$ cat src/rtl/core/bavg_pkg.sv
// bavg_pkg: shared widths, constants, register codes and the result tag type
// for the 3x3 box mean block; depends on nothing
`default_nettype none

package bavg_pkg;

  // fixed field widths
  localparam int VALUE_BITS  = 16;
  localparam int SIZE_BITS   = 11;
  localparam int IDX_BITS    = 10;
  localparam int ROW_BITS    = 10;
  localparam int COLSUM_BITS = VALUE_BITS + 2;
  localparam int SUM_BITS    = VALUE_BITS + 4;

  // frame size limits and reset size
  localparam int MAX_ROWS   = 1024;
  localparam int MIN_SIZE   = 3;
  localparam logic [SIZE_BITS-1:0] FRAME_SIZE_RESET = 11'd64;

  // divide by nine: q = (sum * ceil(2^23 / 9)) >> 23, exact for sums below 2^21
  localparam int DIV_SHIFT  = 23;
  localparam int RECIP_BITS = 20;
  localparam logic [RECIP_BITS-1:0] RECIP_NINE = 20'd932068;

  // register bus
  localparam int APB_ADDR_BITS = 3;
  localparam int APB_DATA_BITS = 32;

  typedef enum logic {
    REG_FRAME_ROWS = 1'b0,
    REG_FRAME_COLS = 1'b1
  } reg_index_t;

  // position and frame-end flag that travel with a result
  typedef struct packed {
    logic [IDX_BITS-1:0] row_index;
    logic [IDX_BITS-1:0] col_index;
    logic                frame_end;
  } res_tag_t;

endpackage

`default_nettype wire

$ cat src/rtl/core/bavg_window.sv
// bavg_window: 3x3 window kept as three column sums, plus the registered
// nine-cell sum; depends on bavg_pkg
`default_nettype none

module bavg_window (
  input  logic                            clk,
  input  logic                            shift_en,
  input  logic                            sum_en,
  input  logic [bavg_pkg::VALUE_BITS-1:0] top,
  input  logic [bavg_pkg::VALUE_BITS-1:0] mid,
  input  logic [bavg_pkg::VALUE_BITS-1:0] cur,
  output logic [bavg_pkg::SUM_BITS-1:0]   sum
);
  import bavg_pkg::*;

  logic [COLSUM_BITS-1:0] cs_old;
  logic [COLSUM_BITS-1:0] cs_mid;
  logic [COLSUM_BITS-1:0] cs_new;
  logic [COLSUM_BITS-1:0] colsum_next;

  // sum of the incoming column
  assign colsum_next = COLSUM_BITS'(top) + COLSUM_BITS'(mid) + COLSUM_BITS'(cur);

  // slide the window by one column per beat
  always_ff @(posedge clk) begin
    if (shift_en) begin
      cs_old <= cs_mid;
      cs_mid <= cs_new;
      cs_new <= colsum_next;
    end
  end

  // full window sum
  always_ff @(posedge clk) begin
    if (sum_en) begin
      sum <= SUM_BITS'(cs_old) + SUM_BITS'(cs_mid) + SUM_BITS'(cs_new);
    end
  end

endmodule

`default_nettype wire

$ cat config.mk
export PLATFORM = sky130hd
export DESIGN_NAME = bavg_window
export DESIGN_NICKNAME = d
export VERILOG_FILES = /design/src/rtl/core/bavg_pkg.sv /design/src/rtl/core/bavg_window.sv
export SDC_FILE = /design/constraint.sdc
export NUM_CORES = 1
export LEC_CHECK = 0
export ABC_AREA = 1
export ABC_CLOCK_PERIOD_IN_PS = 2600
export BUFFER_PORTS_ARGS = -buffer_cell sky130_fd_sc_hd__buf_4
export CELL_PAD_IN_SITES_DETAIL_PLACEMENT = 1
export CELL_PAD_IN_SITES_GLOBAL_PLACEMENT = 2
export CORE_MARGIN = 4
export CORE_UTILIZATION = 37
export DETAILED_ROUTE_END_ITERATION = 8
export PLACE_DENSITY_LB_ADDON = 0.1
export SLEW_MARGIN = 10
export SYNTH_ARGS = -nofsm -noshare
export SYNTH_HDL_FRONTEND = slang
export SYNTH_SLANG_ARGS = --single-unit
$ cat constraint.sdc
create_clock -name clk -period 2.6 [get_ports clk]
set_input_delay 0.13 -clock clk [delete_from_list [all_inputs] [get_ports clk]]
set_output_delay 0.13 -clock clk [all_outputs]
set_load 0.05 [all_outputs]
* Yosys cells after proc, flatten, opt, wreduce, memory -nomap -nowiden
Index checks and enable logic that the tools add are counted.
W data, S select, Z words.
** Operators by class
- Add/sub/neg operators :: 4
** Operators by type and width (count)
- $add A19 B18 Y20 :: 1
- $add A18 B18 Y19 :: 1
- $add A17 B16 Y18 :: 1
- $add A16 B16 Y17 :: 1
** Word-level totals
- Bits in registers :: 74
- Input bits :: 51
- Output and inout port bits :: 20
- Logic and storage cells :: 8

* Logic depth before layout (Yosys ltp)
- Depth after elaboration :: 2
- Gate-level depth with buffers :: 13
- Mapped depth without buffers :: 13

* Least setup slack after synthesis
Ideal clock, no wire load.
- Kind :: reg-to-reg
- Start point :: register cs_old[1]
- End point :: register sum[15] (netlist name), data pin
- Library setup time :: 252 ps
- Data arrival time :: 2099 ps
- Required time :: 2348 ps
- Setup slack :: 248 ps
- Cell stages (with the launch flop) :: 11
- Path buffers :: 0
- Clock period less this slack :: 2352 ps
- Path through :: edfxtp_1 -> fa_1 -> ha_1 -> inv_1 -> fa_1 -> o21ai_2 -> nand2_1 -> nand2_2 -> nand2_1 -> nand3_1 -> nand2_1
** On the way
- Cells in the longest elaborated chain, start to end :: 2
** Ends and longest elaborated chain
- from (decl) :: line bavg_window.sv:16 : logic [COLSUM_BITS-1:0] cs_old;
- from (signal assigned) :: line bavg_window.sv:27 : cs_old <= cs_mid;
- $add A18 B18 Y19 :: line bavg_window.sv:36 : sum <= SUM_BITS'(cs_old) + SUM_BITS'(cs_mid) + SUM_BITS'(cs_new);
- $add A19 B18 Y20 :: line bavg_window.sv:36
- to (signal assigned) :: line bavg_window.sv:36
- to (decl) :: line bavg_window.sv:12 : output logic [bavg_pkg::SUM_BITS-1:0] sum
Every way passes these cells.
A chain may end at the register's enable or synchronous reset.

* Worst setup path in the final report
- Start point :: register cs_old[1]
- End point :: register sum[17] (netlist name), data pin
The elaborated chain is that of the path after synthesis.

==> impl_metrics.ini <==
[synth]
flip_flop_and_latch_count_after_synthesis = 74
yosysUniqueCellTypes = 25
syn_inst = 458
postSynth.asyncResetShare = 0
ys_warns = 0
synthFlopType = sky130_fd_sc_hd__edfxtp_1
yosysSeqAreaShare = 0.463
synth_area_per_cell_um2 = 10.5
synthesis.nets = 577
synth_largest_type_area_fraction = 0.463
synth_edf_count = 74
synth_top_cells_by_area = sky130_fd_sc_hd__edfxtp_1 (46%), sky130_fd_sc_hd__fa_1 (15%), sky130_fd_sc_hd__nand2_1 (8.9%)
netlist_area_um2 = 4800
synth_top_cell_by_area = sky130_fd_sc_hd__edfxtp_1

[grt]
grt_overflow_total = 0
grt_first_pass_wirelength_um = 16600
maximum_number_of_pins_on_one_net_before_global_route_repair = 55
initial_antenna_violation_count = 0
grt_pass1_vias = 3675
groute.usage.overall = 0.142

[clock_network]
holdBufCountCts = 0
root_buffer = sky130_fd_sc_hd__clkbuf_16
cts_buffer_depth = 2
cts_htree_levels = 3
cts_inserted_buffers = 9
insertion_delay_ps = 340
cts.reportedPaths.clkPinSlew_ps = 60
cts_tree = built
cts_num_sinks = 74

[power]
internal-power_mw = 3.72
power_frac_clock = 0.185
irDropWorstVdd_uv = 373
part_of_the_power_in_combinational_logic = 0.515
power_per_cell_area_nw_per_um2 = 1120
sw_frac_of_total = 0.429
leakage_component_of_the_power_nw = 2.59
power.switching_mw = 2.79
share_of_power_burned_in_registers = 0.300

[worst_setup_path]
crit-reg2reg-launch = cs_old[1]$_DFFE_PP_
setup.reg_to_reg.worst_slack_ps = 150
reg2regPathDepth = 10
cp_max_fo = 4
worst-endpoint-arrival_ps = 2530
setup.worst_path.start_class = register
timing.critical_path.to_type = register
r2r-end = sum[17]$_DFFE_PP_
crit_type = register to register
worstPathRequired_ps = 2690

[sta]
period_share = 0.942
unrepaired_setup_endpoints_after_global_routing = false
number_of_max_slew_violations_in_the_final_report = 0
maxClockFrequency_mhz = 408
worstMarginPinSlew_ps = 661
endpoints_failing_hold = 0
clock_tree_skew_after_final_layout_ps = 8.97
fin_setup_tns_ps = 0
worst_hold_margin_ps = 181
final-setup-viol-count = 0
maxSlewHeadroom = 0.559
finalWorstPathRequiredPeriod_ps = 2450

[detailed_routing]
vias_per_cell = 4.67
detail_route.drc_violations = 0
vias = 3345
drt_iter0_markers = 182
drtAntennaViolNets = 0
drt_pass_1_iters = 4
drt-total-wl_um = 9690
wire_per_inst_um = 13.5

[place]
post_place_cells = 700
detailed_placement_hpwl_um = 7940
gp_weighted_congestion = 0.800
port-buffer-count = 70

[floorplanning]
fp-row-count = 41
start_util = 0.379
die-area_um2 = 14900
number_of_i_o_pins = 71
chipWidth_um = 122
core_region_area_um2 = 12700
die_y_um = 122

[cells_and_area]
areaGrowthSynthToFinish_pct = 21.7
final_cell_count_no_fill = 716
layout.nets = 659
insertedDiodeCount = 0
drive_gt1_frac = 0.199

[status]
run_status = completed

[min_path]
type_of_the_tightest_min_delay_check = primary input to register
hold-path-endpoint = sum[1]$_DFFE_PP_
hp-start = sum_en
worst_hold_path.num_cells = 1

[flow_run]
max_cap_viols = 0
[state kept, by name (all words and copies together) (netlist names)]
| name | flops |
|---|---|
| cs_old | 18 |
| cs_mid | 18 |
| sum | 20 |
| cs_new | 18 |
[what timing repair did]
action	4_1_cts	5_1_grt
endpoints found under the setup margin	2	5
resized for setup	1	1
setup buffers	0	1
pin swaps	0	1
[placed cells by master (no fill, tap or decap), types with 9 or more instances in the layout]
cell / Yosys / layout
sky130_fd_sc_hd__xor2_1: 12 / 12
sky130_fd_sc_hd__fa_1: 36 / 35
sky130_fd_sc_hd__inv_1: 51 / 51
sky130_fd_sc_hd__edfxtp_1: 74 / 74
sky130_fd_sc_hd__nand3_1: 25 / 25
sky130_fd_sc_hd__ha_1: 32 / 31
sky130_fd_sc_hd__o21ai_0: 10 / 10
sky130_fd_sc_hd__nand2_1: 114 / 114
sky130_fd_sc_hd__buf_4: 0 / 71
sky130_fd_sc_hd__nand2_2: 10 / 10
sky130_fd_sc_hd__clkbuf_16: 0 / 9
sky130_fd_sc_hd__a21oi_1: 27 / 27
sky130_fd_sc_hd__nor2_1: 36 / 36
[critical path, stage by stage (launching register included)]
cell                       delay (ps)
sky130_fd_sc_hd__edfxtp_1         410
sky130_fd_sc_hd__fa_1             560
sky130_fd_sc_hd__ha_2             220
sky130_fd_sc_hd__inv_1             60
sky130_fd_sc_hd__fa_2             360
sky130_fd_sc_hd__o21ai_2          180
sky130_fd_sc_hd__nand2_1           90
sky130_fd_sc_hd__nand2_2          100
sky130_fd_sc_hd__nand2_1           70
sky130_fd_sc_hd__nand3_1           90
sky130_fd_sc_hd__nand2_1           60
[logic make-up (layout without fill, tap and decap cells)]
group	count (synthesis)	after routing	synth area share
AND/OR/NAND/NOR	202	202	0.181
AO/OA/AOI/OAI	47	47	0.0545
XOR/XNOR	15	15	0.0274
adder cells (fa/ha/maj)	68	68	0.234
flip-flops	74	74	0.463
buffers and inverters	52	138	0.0407
[cells in the mapped netlist, types with 2 or more instances]
master / count
sky130_fd_sc_hd__nand2_1: 114
sky130_fd_sc_hd__nor2_1: 36
sky130_fd_sc_hd__nand3_2: 3
sky130_fd_sc_hd__o21ai_1: 2
sky130_fd_sc_hd__nor2_2: 3
sky130_fd_sc_hd__edfxtp_1: 74
sky130_fd_sc_hd__ha_1: 32
sky130_fd_sc_hd__inv_1: 51
sky130_fd_sc_hd__a21oi_2: 4
sky130_fd_sc_hd__a21o_1: 2
sky130_fd_sc_hd__o21ai_0: 10
sky130_fd_sc_hd__fa_1: 36
sky130_fd_sc_hd__nand3_1: 25
sky130_fd_sc_hd__xnor2_1: 3
sky130_fd_sc_hd__xor2_1: 12
sky130_fd_sc_hd__nor3_1: 4
sky130_fd_sc_hd__a21oi_1: 27
sky130_fd_sc_hd__and2_1: 4
sky130_fd_sc_hd__nand2_2: 10
[stage by stage]
stage	instance area, um^2	power, mW	setup slack, ps	util
final	5840	6.51	152	0.461
after detailed placement	5540	5.34	30.1	0.437
after floorplan	4800	4.40	248	-
after CTS	5830	6.60	24.5	0.460
after global routing	5840	7.12	14.0	0.461
after global placement	5540	5.25	130	0.437
[power by group through the flow]
stage | registers [mW] | logic, mW | clock network (mW)
floorplan | 2.48 | 1.92 | 0
global route | 1.99 | 3.83 | 1.30
finish | 1.95 | 3.36 | 1.21
detailed placement | 1.98 | 3.36 | 0
CTS | 1.96 | 3.41 | 1.23
global placement | 1.96 | 3.29 | 0
[layout make-up]
cell class / count / area (um^2)
Clock buffer: 11 / 233
Clock inverter: 4 / 53.8
Fill cell: 1444 / 6830
Inverter: 52 / 195
Multi-Input combinational cell: 332 / 2390
Sequential cell: 74 / 2220
Tap cell: 172 / 215
Timing Repair Buffer: 71 / 533
[how the worst max path moves through the flow]
stage,end,startpoint,cells past startpoint,slack [ps]
after floorplan,sum[15]$_DFFE_PP_,cs_old[1]$_DFFE_PP_,10,250
after global placement,sum[17]$_DFFE_PP_,cs_old[1]$_DFFE_PP_,10,130
after detailed placement,sum[17]$_DFFE_PP_,cs_old[1]$_DFFE_PP_,10,30
after CTS,sum[17]$_DFFE_PP_,cs_old[1]$_DFFE_PP_,10,20
after global routing,sum[16]$_DFFE_PP_,cs_old[5]$_DFFE_PP_,10,10
final,sum[17]$_DFFE_PP_,cs_old[1]$_DFFE_PP_,10,150
[per-layer routing]
layer,GRT usage,up-vias,part of all wire
met5,0,-,0
li1,-,1690,-
met4,0.0490,0,0.013
met3,0.0302,13,0.043
met1,0.180,1570,0.46
met2,0.241,72,0.49
(Power assumes the default switching activity.)
