--- src/rtl/core/bavg_pkg.sv ---
// bavg_pkg: shared widths, constants, register codes and the result tag type
// for the 3x3 box mean block; depends on nothing
`default_nettype none

package bavg_pkg;

  // fixed field widths
  localparam int VALUE_BITS  = 16;
  localparam int SIZE_BITS   = 11;
  localparam int IDX_BITS    = 10;
  localparam int ROW_BITS    = 10;
  localparam int COLSUM_BITS = VALUE_BITS + 2;
  localparam int SUM_BITS    = VALUE_BITS + 4;

  // frame size limits and reset size
  localparam int MAX_ROWS   = 1024;
  localparam int MIN_SIZE   = 3;
  localparam logic [SIZE_BITS-1:0] FRAME_SIZE_RESET = 11'd64;

  // divide by nine: q = (sum * ceil(2^23 / 9)) >> 23, exact for sums below 2^21
  localparam int DIV_SHIFT  = 23;
  localparam int RECIP_BITS = 20;
  localparam logic [RECIP_BITS-1:0] RECIP_NINE = 20'd932068;

  // register bus
  localparam int APB_ADDR_BITS = 3;
  localparam int APB_DATA_BITS = 32;

  typedef enum logic {
    REG_FRAME_ROWS = 1'b0,
    REG_FRAME_COLS = 1'b1
  } reg_index_t;

  // position and frame-end flag that travel with a result
  typedef struct packed {
    logic [IDX_BITS-1:0] row_index;
    logic [IDX_BITS-1:0] col_index;
    logic                frame_end;
  } res_tag_t;

endpackage

`default_nettype wire

--- src/rtl/core/bavg_div9.sv ---
// bavg_div9: truncating divide by nine through a reciprocal multiply, result
// registered; depends on bavg_pkg
`default_nettype none

module bavg_div9 (
  input  logic                            clk,
  input  logic                            ld,
  input  logic [bavg_pkg::SUM_BITS-1:0]   sum,
  output logic [bavg_pkg::VALUE_BITS-1:0] mean
);
  import bavg_pkg::*;

  logic [SUM_BITS+RECIP_BITS-1:0] prod;

  // scaled reciprocal product
  assign prod = {{RECIP_BITS{1'b0}}, sum} * {{SUM_BITS{1'b0}}, RECIP_NINE};

  always_ff @(posedge clk) begin
    if (ld) begin
      mean <= prod[DIV_SHIFT +: VALUE_BITS];
    end
  end

endmodule

`default_nettype wire
--- config.mk ---
export PLATFORM = sky130hd
export DESIGN_NAME = bavg_div9
export DESIGN_NICKNAME = d
export VERILOG_FILES = /design/src/rtl/core/bavg_pkg.sv /design/src/rtl/core/bavg_div9.sv
export SDC_FILE = /design/constraint.sdc
export NUM_CORES = 1
export LEC_CHECK = 0
export BUFFER_PORTS_ARGS = -buffer_cell sky130_fd_sc_hd__buf_2
export CAP_MARGIN = 20
export CORE_MARGIN = 3
export CORE_UTILIZATION = 55
export CTS_CLUSTER_DIAMETER = 40
export CTS_CLUSTER_SIZE = 12
export DETAILED_ROUTE_END_ITERATION = 7
export HOLD_SLACK_MARGIN = 0.02
export PLACE_DENSITY_LB_ADDON = 0.15
export REMOVE_ABC_BUFFERS = 1
export SETUP_SLACK_MARGIN = 0.5
export SLEW_MARGIN = 30
export SYNTH_ARGS = -nofsm -noshare
export SYNTH_HDL_FRONTEND = slang
export SYNTH_SLANG_ARGS = --single-unit
--- constraint.sdc ---
create_clock -name clk -period 13.9 [get_ports clk]
set_input_delay 0 -clock clk [delete_from_list [all_inputs] [get_ports clk]]
set_output_delay 0 -clock clk [all_outputs]
set_load 0.01 [all_outputs]
* After elaboration in Yosys (flattened, before gate mapping)
Cells that the tools add are included.
** Operators by class
- Multipliers :: 1
** Operator list (number)
- $mul A20 B18 Y37 const B :: 1
** Storage, ports and cells
- Register bits after elaboration :: 16
- Bits of input ports :: 22
- Output and inout port bits :: 16
- Logic and storage cells :: 2

* Longest topological paths before layout
Gate-level depths: netlist of run 1.
- Depth after elaboration :: 1
- Mapped depth :: 21
- Depth with buffers taken out :: 20

* Least setup slack after synthesis of run 1
Ideal clock, no wire load.
- Path type :: input -> register
- Start point :: input port sum[7] (netlist bit)
- End point :: register mean[12] (netlist bit) (data pin)
- Library setup time :: 269 ps
- Arrival time :: 4666 ps
- Slack :: 8965 ps
- Stages on the path :: 18
- Buffers on the path :: 0
- Path through :: fa_1 > ha_1 > inv_1 > fa_1 > inv_1 > fa_1 > fa_1 > inv_1 > fa_1 > inv_1 > ha_1 > and3_1 > and4_4 > nand2_1 > nor3_2 > or3_4 > a2111oi_2 > a311oi_1
** On the way
- Cells in the longest elaborated chain, start to end :: 1
** RTL lines
- start: declaration :: line bavg_div9.sv:8 : input logic [bavg_pkg::SUM_BITS-1:0] sum,
- $mul A20 B18 Y37 :: line bavg_div9.sv:16 : assign prod = {{RECIP_BITS{1'b0}}, sum} * {{SUM_BITS{1'b0}}, RECIP_NINE};
- net prod[35] :: line bavg_div9.sv:13 : logic [SUM_BITS+RECIP_BITS-1:0] prod;
- end signal: assignment :: line bavg_div9.sv:20 : mean <= prod[DIV_SHIFT +: VALUE_BITS];
- end: declaration :: line bavg_div9.sv:9 : output logic [bavg_pkg::VALUE_BITS-1:0] mean
The timed path passes the listed nets, and every way through them passes these cells.
A chain may end at the register's enable or synchronous reset.

* Worst setup path after layout of run 1
- Start point :: input port sum[9] (netlist bit)
- End point :: register mean[12] (netlist bit) (data pin)
The elaborated chain is that of the path after synthesis.

==> results.md, run 1 <==
- Die Height: 109 µm
- GRT Overall Usage: 22.9%
- Clock tree from TritonCTS: yes
- Number of setup violations in the final report: 0
- Hold path startpoint: ld
- Area of the die: 0.0119 mm²
- Iteration-0 DRC count of the detailed router: 192
- Setup Buffers After CTS: 0
- Count of mapped cells out of synthesis: 601
- Largest cells by area after synthesis: sky130_fd_sc_hd__ha_1, sky130_fd_sc_hd__fa_1, sky130_fd_sc_hd__inv_1
- RSZ-0062 raised after global routing: no
- Crit path kind: input pin to flip-flop
- Period minus WS final: 5250 ps
- Flip-flop count of the largest register, all copies and words added: 16
- First drt pass iteration count: 4
- First-pass GRT wire length: 20.9 mm
- Top flip-flop cell by instance count after synthesis: sky130_fd_sc_hd__edfxtp_1
- Gpl congestion: 0.890
- Routed wirelength normalized by instance count: 16.8 µm
- H-tree depth: 1
- Mean post-synth cell area: 9.72 µm²
- Residual DRC count: 0
- Critical path peak fanout: 5
- DIE WIDTH: 109 µm
- Buffers on Ports: 37
- Max Transition Viols Final: 0
- Site Rows: 36
- Signal arrival time at the worst endpoint: 5240 ps
- Cells resized by post-CTS repair: 0
- Detailed Place HPWL: 12.1 mm
- Clock Sinks: 16
- Count leader, synth: sky130_fd_sc_hd__inv_1
- List of cells traversed by the critical path: buf_2 -> fa_1 -> ha_1 -> inv_1 -> fa_1 -> inv_1 -> fa_1 -> fa_1 -> inv_1 -> fa_1 -> inv_1 -> ha_1 -> and3_1 -> and4_4 -> nand2_1 -> nor3_2 -> or3_4 -> a2111oi_2 -> a311oi_1
- Final #Nets: 888
- Largest registers ranked by flip-flop count: mean x16
- Most instantiated cells after synthesis: sky130_fd_sc_hd__inv_1, sky130_fd_sc_hd__ha_1, sky130_fd_sc_hd__fa_1
- Slew @ Worst Pin: 473 ps
- Kind of end point of the critical path: flip-flop
- Worst Setup Start Kind: input pin
- Number of antenna cells inserted: 0
- Synth Register Bits: 16
- Share of cells above drive strength 1: 7.56%
- Final worst path period share: 37.7%
- Core outline area: 0.0100 mm²
- Count of cells along the worst hold path: 1
- Largest net degree at the start of global routing: 17
- Final hold viol count: 0
- Inserted Clock Buffers: 3
- Layout overhead on the synthesized area: 6.25%
- Drt via density: 5.45
- Routed Antenna Nets: 0
- Cell type contributing the most total cell area after synthesis: sky130_fd_sc_hd__ha_1
- Biggest register: mean
- Count of flip-flops with a built-in enable after synthesis: 16
- Clock transition at the registers of the reported paths: 60 ps
- Number of warnings printed during yosys synthesis: 0
- Buffer depth of the longest clock path: 2
- Ports: 38
- Initial antenna violation count: 0
- Final WL: 12.9 mm
- Relative slew slack: 68.3%
- Buffer type at the clock tree root: sky130_fd_sc_hd__clkbuf_8
- Slowest CP cell: sky130_fd_sc_hd__fa_1
- Max-cap check violation count: 0
- Share of synthesized area occupied by flip-flops and latches: 8.22%
- Fmax: 0.191 GHz
- Starting density of the core: 58.2%
- Most frequent cell on the critical path: sky130_fd_sc_hd__fa_1
- Filler cells: 878
- Post-synthesis instance area: 0.00584 mm²
- Via Count: 4184
- Sum Neg Setup Slack: 0 ps
- Vias in the first global route: 4244
- Run status: completed
- Remaining Overflow, GRT: 0
- Sink of the worst hold path: mean[0]
- Worst hold path class: input pin to flip-flop
- Cell variety after synth: 41
- Max stage delay on crit path: 570 ps
- Endpoint required time on the critical path: 13890 ps
- Quantity of hold-fixing buffers added after cts: 0
- Async S/R FF share, synth: 0%
- Proportion of netlist area held by the largest area contributor: 30.4%
metrics by stage:
step	worst slack, ps	area [µm²]	hold slack (ps)	utilization (%)	instances
after global placement	8450	6160	411	61.4	764
after global routing	8410	6210	190	61.8	768
after CTS	8640	6210	173	61.8	768
after floorplan	8970	5810	112	-	594
final	8650	6210	172	61.8	768
after detailed placement	8370	6160	416	61.4	764
placed cells by master (no fill, tap or decap), drive strengths merged, types with 7 or more instances in the layout:
| cell type | synthesis | final |
|---|---|---|
| inv | 153 | 153 |
| ha | 142 | 142 |
| fa | 88 | 88 |
| buf | 4 | 37 |
| a21oi | 26 | 26 |
| nand2 | 23 | 23 |
| o21ai | 23 | 23 |
| a21o | 19 | 19 |
| nor2 | 16 | 16 |
| edfxtp | 16 | 16 |
| xor2 | 15 | 15 |
| xnor2 | 13 | 13 |
| nor3 | 10 | 10 |
| nand4 | 7 | 7 |
critical path, delay by kind of cell:
family | cells | cell delay [ps]
buffers and inverters | 5 | 440
AO/OA/AOI/OAI | 2 | 400
adder cells (fa/ha/maj) | 7 | 3420
AND/OR/NAND/NOR | 5 | 970
routing by layer:
layer / track usage [%] / part of all wire, % / up-vias
met5: 0 / 0 / -
met4: 3.43 / 1.2 / 0
met3: 1.95 / 4.2 / 10
met2: 41.4 / 52 / 86
met1: 30.6 / 43 / 2050
li1: - / - / 2038
final cells by class:
| class | instances | area [µm²] | area share, % |
|---|---|---|---|
| Multi-Input combinational cell | 425 | 4760 | 76.6 |
| Inverter | 153 | 574 | 9.25 |
| Sequential cell | 16 | 480 | 7.74 |
| Timing Repair Buffer | 37 | 185 | 2.98 |
| Tap cell | 133 | 166 | 2.68 |
| Clock buffer | 3 | 41.3 | 0.665 |
| Clock inverter | 1 | 3.75 | 0.0605 |
logic make-up after synthesis:
kind of cell	Yosys count	synth area share (%)
adder cells (fa/ha/maj)	230	60.6
buffers and inverters	160	10.4
AO/OA/AOI/OAI	95	10.4
AND/OR/NAND/NOR	72	6.25
XOR/XNOR	28	4.20
flip-flops	16	8.22
worst max-delay path by stage:
| stage | slack, ps | from | to |
|---|---|---|---|
| after global placement | 8450 | sum[9] | mean[12] |
| final | 8650 | sum[9] | mean[12] |
| after global routing | 8410 | sum[9] | mean[12] |
| after CTS | 8640 | sum[9] | mean[12] |
| after detailed placement | 8370 | sum[9] | mean[12] |
| after floorplan | 8970 | sum[7] | mean[12] |
Power of run 1 is left out: the tool's default activity adds up to more than one toggle a clock period on the data nets, which glitch-free logic cannot reach.
==> inputs of run 2 (changes only) <==
- clock period: 13.9 -> 5.3 ns (I/O delays scaled with it)
==> results.md, run 2 (synthesized netlist as in run 1, its figures left out) <==
- First-pass GRT wire length: 22.2 mm (+6.0%)
- RSZ-0062 raised after global routing: yes
- Inserted Clock Buffers: 3 (unchanged)
- Signal arrival time at the worst endpoint: 4720 ps (-520 ps)
- Kind of end point of the critical path: flip-flop
- Crit path kind: input pin to flip-flop
- Clock tree from TritonCTS: yes
- Max-cap check violation count: 0 (unchanged)
- Quantity of hold-fixing buffers added after cts: 0 (unchanged)
- Number of antenna cells inserted: 0 (unchanged)
- First drt pass iteration count: 6 (+2)
- Final worst path period share: 89.2%
- Clock transition at the registers of the reported paths: 60 ps (about the same)
- Final #Nets: 911 (+2.6%)
- Routed wirelength normalized by instance count: 17.8 µm (+6.5%)
- Commonest non-fill, non-tap cells in the layout: sky130_fd_sc_hd__inv_1, sky130_fd_sc_hd__ha_1, sky130_fd_sc_hd__fa_1, sky130_fd_sc_hd__buf_2, sky130_fd_sc_hd__buf_4
- Site Rows: 36 (unchanged)
- Max stage delay on crit path: 590 ps (+20 ps)
- Core Util, Final: 67.8% (+5.9 points)
- DIE WIDTH: 109 µm (unchanged)
- Via Count: 4390 (+4.9%)
- Layout overhead on the synthesized area: 16.5%
- Residual DRC count: 0 (unchanged)
- Detailed Place HPWL: 12.4 mm (+2.3%)
- Most frequent cell on the critical path: sky130_fd_sc_hd__fa_1
- Final hold viol count: 0 (unchanged)
- Most common cell after layout, fill and taps aside: sky130_fd_sc_hd__inv_1
- Critical path peak fanout: 5 (unchanged)
- GRT Overall Usage: 24.3% (+1.4 points)
- Period minus WS final: 4730 ps
- Flip-flop count of the largest register, all copies and words added: 16 (unchanged)
- Largest net degree at the start of global routing: 17 (unchanged)
- Share of cells above drive strength 1: 21.3% (+14 points)
- Biggest register: mean
- Drt via density: 5.55 (+1.9%)
- Vias in the first global route: 4545 (+7.1%)
- Ports: 38 (unchanged)
- Run status: completed
- Number of setup violations in the final report: 0 (unchanged)
- Final WL: 14.1 mm (+9.7%)
- Largest registers ranked by flip-flop count: mean x16
- Routed Antenna Nets: 0 (unchanged)
- H-tree depth: 1 (unchanged)
- Area of the die: 0.0119 mm² (unchanged)
- Core outline area: 0.0100 mm² (unchanged)
- Max Transition Viols Final: 0 (unchanged)
- Initial antenna violation count: 0 (unchanged)
- Worst hold path class: input pin to flip-flop
- Gpl congestion: 0.951 (+6.9%)
- Non-Filler Instances: 791 (+3.0%)
- Iteration-0 DRC count of the detailed router: 178 (-7.3%)
- Fmax: 0.211 GHz
- Slowest CP cell: sky130_fd_sc_hd__fa_2
- Relative slew slack: 71.4% (+3.1 points)
- Clock Sinks: 16 (unchanged)
- Combined flip-flop and latch cell area: 480 µm² (unchanged)
- Die Height: 109 µm (unchanged)
- Worst Setup Start Kind: input pin
- Filler cells: 819 (-6.7%)
- Buffer depth of the longest clock path: 2 (unchanged)
- Endpoint required time on the critical path: 5290 ps (-8600 ps)
- Multi-input logic area: 0.00516 mm² (+8.5%)
- Cell Count Post-Placement: 780 (+2.1%)
- Slew @ Worst Pin: 426 ps (-46.6 ps)
- List of cells traversed by the critical path: buf_4 -> fa_2 -> ha_2 -> inv_1 -> fa_1 -> inv_2 -> fa_1 -> fa_1 -> inv_1 -> fa_1 -> inv_2 -> ha_4 -> a21oi_4 -> nor2b_1 -> o21ai_1 -> a221oi_2 -> or3_4 -> a2111oi_4 -> a311oi_1
- Buffer type at the clock tree root: sky130_fd_sc_hd__clkbuf_8
- Starting density of the core: 58.2% (unchanged)
- Buffers on Ports: 37 (unchanged)
- Remaining Overflow, GRT: 0 (unchanged)
run 2: area by class of cell:
cell class	count	area share, %
clock buffer	3	0.607
clock inverter	1	0.0552
inverter	153	8.44
multi-input combinational	425	75.8
sequential	16	7.06
tap	133	2.45
timing repair buffer	60	5.57
run 2: per-layer routing:
metal / part of all wire [%] / track usage (%)
met1: 41 / 30.9
met2: 52 / 43.3
met3: 3.6 / 2.43
met4: 3.7 / 7.84
met5: 0 / 0
run 2: critical path, delay by kind of cell:
| kind | cells | cell delay, ps |
|---|---|---|
| compound gates | 5 | 830 |
| fa+ha+maj | 7 | 3090 |
| simple gates | 2 | 460 |
| buf+inv | 5 | 340 |
run 2: timing repair:
item | 4_1_cts | 5_1_grt
endpoints found under the setup margin | 12 | 11
pin swaps | 11 | 46
gates resized for setup | 30 | 66
buffers inserted | 2 | 5
run 2: final timing paths:
check / from / endpoint / slack (ps) / depth (start not counted)
worst max-delay path: sum[2] / mean[12] / 570 / 19
worst min-delay path: ld / mean[0] / 180 / 1
run 2: through the flow:
stage          setup slack [ps]  hold slack, ps  setup TNS [ps]  instance area [µm²]
2_1_floorplan               365             112               0                 5810
3_3_place_gp              -76.7             411            -164                 6280
3_5_place_dp               -137             411            -409                 6280
4_1_cts                     451             192               0                 6520
5_1_grt                     432             208               0                 6810
6_report                    571             184               0                 6810
Power of run 2 is left out for the same reason.
==> inputs of run 3 (changes only) <==
- ABC_AREA: not set -> 1
- CORE_UTILIZATION: 55 -> 65
- SLEW_MARGIN: 30 -> 0
==> results.md, run 3 <==
- Run status: completed
- List of cells traversed by the critical path: buf_2 -> inv_1 -> fa_1 -> inv_1 -> ha_1 -> fa_1 -> fa_1 -> inv_1 -> fa_1 -> fa_1 -> inv_1 -> ha_1 -> a21oi_2 -> nand2_1 -> nand2_1 -> nand2_1 -> inv_2 -> nor2_1 -> nor2_1 -> nand2_1 -> nand2_1 -> nand2_1
- Fmax: 0.217 GHz (+2.6%)
- Cell variety after synth: 24 (-41%)
- Placed Instance Area: 0.00688 mm² (+9.5%)
- Max stage delay on crit path: 550 ps (-40 ps)
- Worst Setup Start Kind: input pin
- Buffer type at the clock tree root: sky130_fd_sc_hd__clkbuf_8
- Post-route standard cell area excluding fillers: 0.00699 mm² (+2.7%)
- Remaining Overflow, GRT: 0 (unchanged)
- Slowest CP cell: sky130_fd_sc_hd__fa_1
- Drt via density: 5.17 (-6.9%)
- Number of antenna cells inserted: 0 (unchanged)
- Core outline area: 0.00950 mm² (-5.4%)
- Inserted Clock Buffers: 3 (unchanged)
- Count of flip-flops with a built-in enable after synthesis: 16 (unchanged)
- Buffers on Ports: 37 (unchanged)
- Flip-flop count of the largest register, all copies and words added: 16 (unchanged)
- Pre-CTS WS: 403 ps (+540 ps)
- Via Count: 5234 (+19%)
- Biggest register: mean
- Quantity of hold-fixing buffers added after cts: 0 (unchanged)
- Crit path kind: input pin to flip-flop
- Count of mapped cells out of synthesis: 842 (+40%)
- First drt pass iteration count: 4 (-2)
- First-pass GRT wire length: 25.7 mm (+16%)
- Proportion of netlist area held by the largest area contributor: 27.2% (-3.2 points)
- GRT Overall Usage: 28.7% (+4.5 points)
- Buffer depth of the longest clock path: 2 (unchanged)
- Area of the die: 0.0113 mm² (-5.1%)
- Clock tree from TritonCTS: yes
- Share of synthesized area occupied by flip-flops and latches: 7.35% (-0.87 points)
- Max Transition Viols Final: 0 (unchanged)
- Mean post-synth cell area: 7.76 µm² (-20%)
- Number of setup violations in the final report: 0 (unchanged)
- DIE WIDTH: 106 µm (-2.6%)
- H-tree depth: 1 (unchanged)
- Most frequent cell on the critical path: sky130_fd_sc_hd__nand2_1
- Detailed Place HPWL: 13.9 mm (+12%)
- Most common cell after layout, fill and taps aside: sky130_fd_sc_hd__inv_1
- Clock Sinks: 16 (unchanged)
- Clock transition at the registers of the reported paths: 70 ps (about the same)
- Worst hold path class: input pin to flip-flop
- Cell type contributing the most total cell area after synthesis: sky130_fd_sc_hd__ha_1
- Signal arrival time at the worst endpoint: 4630 ps (-90 ps)
- Final WL: 15.2 mm (+7.5%)
- Max-cap check violation count: 0 (unchanged)
- Setup slack of the critical path after layout: 690 ps (+119 ps)
- Final #Nets: 1137 (+25%)
- Site Rows: 35 (-2.8%)
- Share of cells above drive strength 1: 8.48% (-13 points)
- Count leader, synth: sky130_fd_sc_hd__inv_1
- Period minus WS final: 4610 ps (-119 ps)
- Routed Antenna Nets: 0 (unchanged)
- Slew @ Worst Pin: 362 ps (-64.1 ps)
- Vias in the first global route: 5440 (+20%)
- Gpl congestion: 0.981 (+3.1%)
- Commonest non-fill, non-tap cells in the layout: sky130_fd_sc_hd__inv_1, sky130_fd_sc_hd__nand2_1, sky130_fd_sc_hd__ha_1, sky130_fd_sc_hd__fa_1, sky130_fd_sc_hd__nor2_1
- Synth Register Bits: 16 (unchanged)
- Post-synthesis instance area: 0.00654 mm² (+12%)
- Residual DRC count: 0 (unchanged)
- Sum Neg Setup Slack: 0 ps (unchanged)
- Endpoint required time on the critical path: 5320 ps (+30 ps)
- Layout overhead on the synthesized area: 6.97%
- Relative slew slack: 75.9% (+4.5 points)
- Core Util, Final: 73.6% (+5.8 points)
- Most instantiated cells after synthesis: sky130_fd_sc_hd__inv_1, sky130_fd_sc_hd__nand2_1, sky130_fd_sc_hd__ha_1
- Routed wirelength normalized by instance count: 15.0 µm (-16%)
- Largest registers ranked by flip-flop count: mean x16
- RSZ-0062 raised after global routing: yes
- Largest cells by area after synthesis: sky130_fd_sc_hd__ha_1, sky130_fd_sc_hd__fa_1, sky130_fd_sc_hd__inv_1
- Count of cells along the worst hold path: 1 (unchanged)
- Iteration-0 DRC count of the detailed router: 180 (+1.1%)
- Initial antenna violation count: 0 (unchanged)
- Top flip-flop cell by instance count after synthesis: sky130_fd_sc_hd__edfxtp_1
- Ports: 38 (unchanged)
- Final worst path period share: 87.0% (-2.2 points)
- Starting density of the core: 68.8% (+11 points)
- Final hold viol count: 0 (unchanged)
- Die Height: 106 µm (-2.6%)
- Critical path peak fanout: 5 (unchanged)
- Kind of end point of the critical path: flip-flop
- Number of warnings printed during yosys synthesis: 0 (unchanged)
- Async S/R FF share, synth: 0% (unchanged)
- Largest net degree at the start of global routing: 17 (unchanged)
run 3: cell types whose count changed after synthesis, moves of 5 or more:
cell                       before  now
sky130_fd_sc_hd__nor2_1        16   47
sky130_fd_sc_hd__a211oi_1       5    0
sky130_fd_sc_hd__nand3_1        4   27
sky130_fd_sc_hd__nor3_1         9    1
sky130_fd_sc_hd__xor2_1        15    9
sky130_fd_sc_hd__o21ai_0       21   13
sky130_fd_sc_hd__inv_1        153  235
sky130_fd_sc_hd__nand2_1       23  199
sky130_fd_sc_hd__a21o_1        19    4
sky130_fd_sc_hd__nand2_2        0    7
sky130_fd_sc_hd__xnor2_1       13    3
run 3: through the flow:
step | hold WS (ps) | std cells
finish | 174 | 1013
global route | 191 | 1013
CTS | 175 | 1012
detailed placement | 410 | 1008
global placement | 411 | 1008
floorplan | 112 | 842
run 3: path summary, 6_finish.rpt:
kind,from,end
setup / recovery,sum[6],mean[15]
hold / removal,ld,mean[10]
run 3: cell type report:
cell class              instances  area (µm²)
flip-flops and latches         16         480
clock inverters                 1        3.75
fillers                       764        2510
well taps                     129         161
inverters                     238         893
repair buffers                 38         193
clock buffers                   3        41.3
multi-input cells             588        5220
run 3: worst max-delay path: cells and delay by family:
kind / cells / cell delay (ps)
simple gates: 8 / 590
fa+ha+maj: 7 / 3380
compound gates: 1 / 230
buf+inv: 6 / 410
run 3: timing repair:
item | CTS | global route
setup buffers | 0 | 1
gates resized for setup | 0 | 12
endpoints found under the setup margin | 0 | 11
run 3: logic make-up (layout without fill, tap and decap cells):
| group | Yosys count | in the layout | share of synthesized area (%) |
|---|---|---|---|
| compound gates | 48 | 48 | 3.98 |
| xor+xnor | 12 | 12 | 1.61 |
| buf+inv | 238 | 280 | 13.7 |
| simple gates | 298 | 298 | 19.2 |
| flops | 16 | 16 | 7.35 |
| fa+ha+maj | 230 | 230 | 54.1 |
run 3: routing by layer:
layer,vias up,track usage [%],wire length [µm]
li1,2634,-,-
met1,2425,39.7,6940
met2,141,49.2,7120
met3,34,2.00,639
met4,0,7.77,480
met5,-,0,0
Power of run 3 is left out for the same reason.
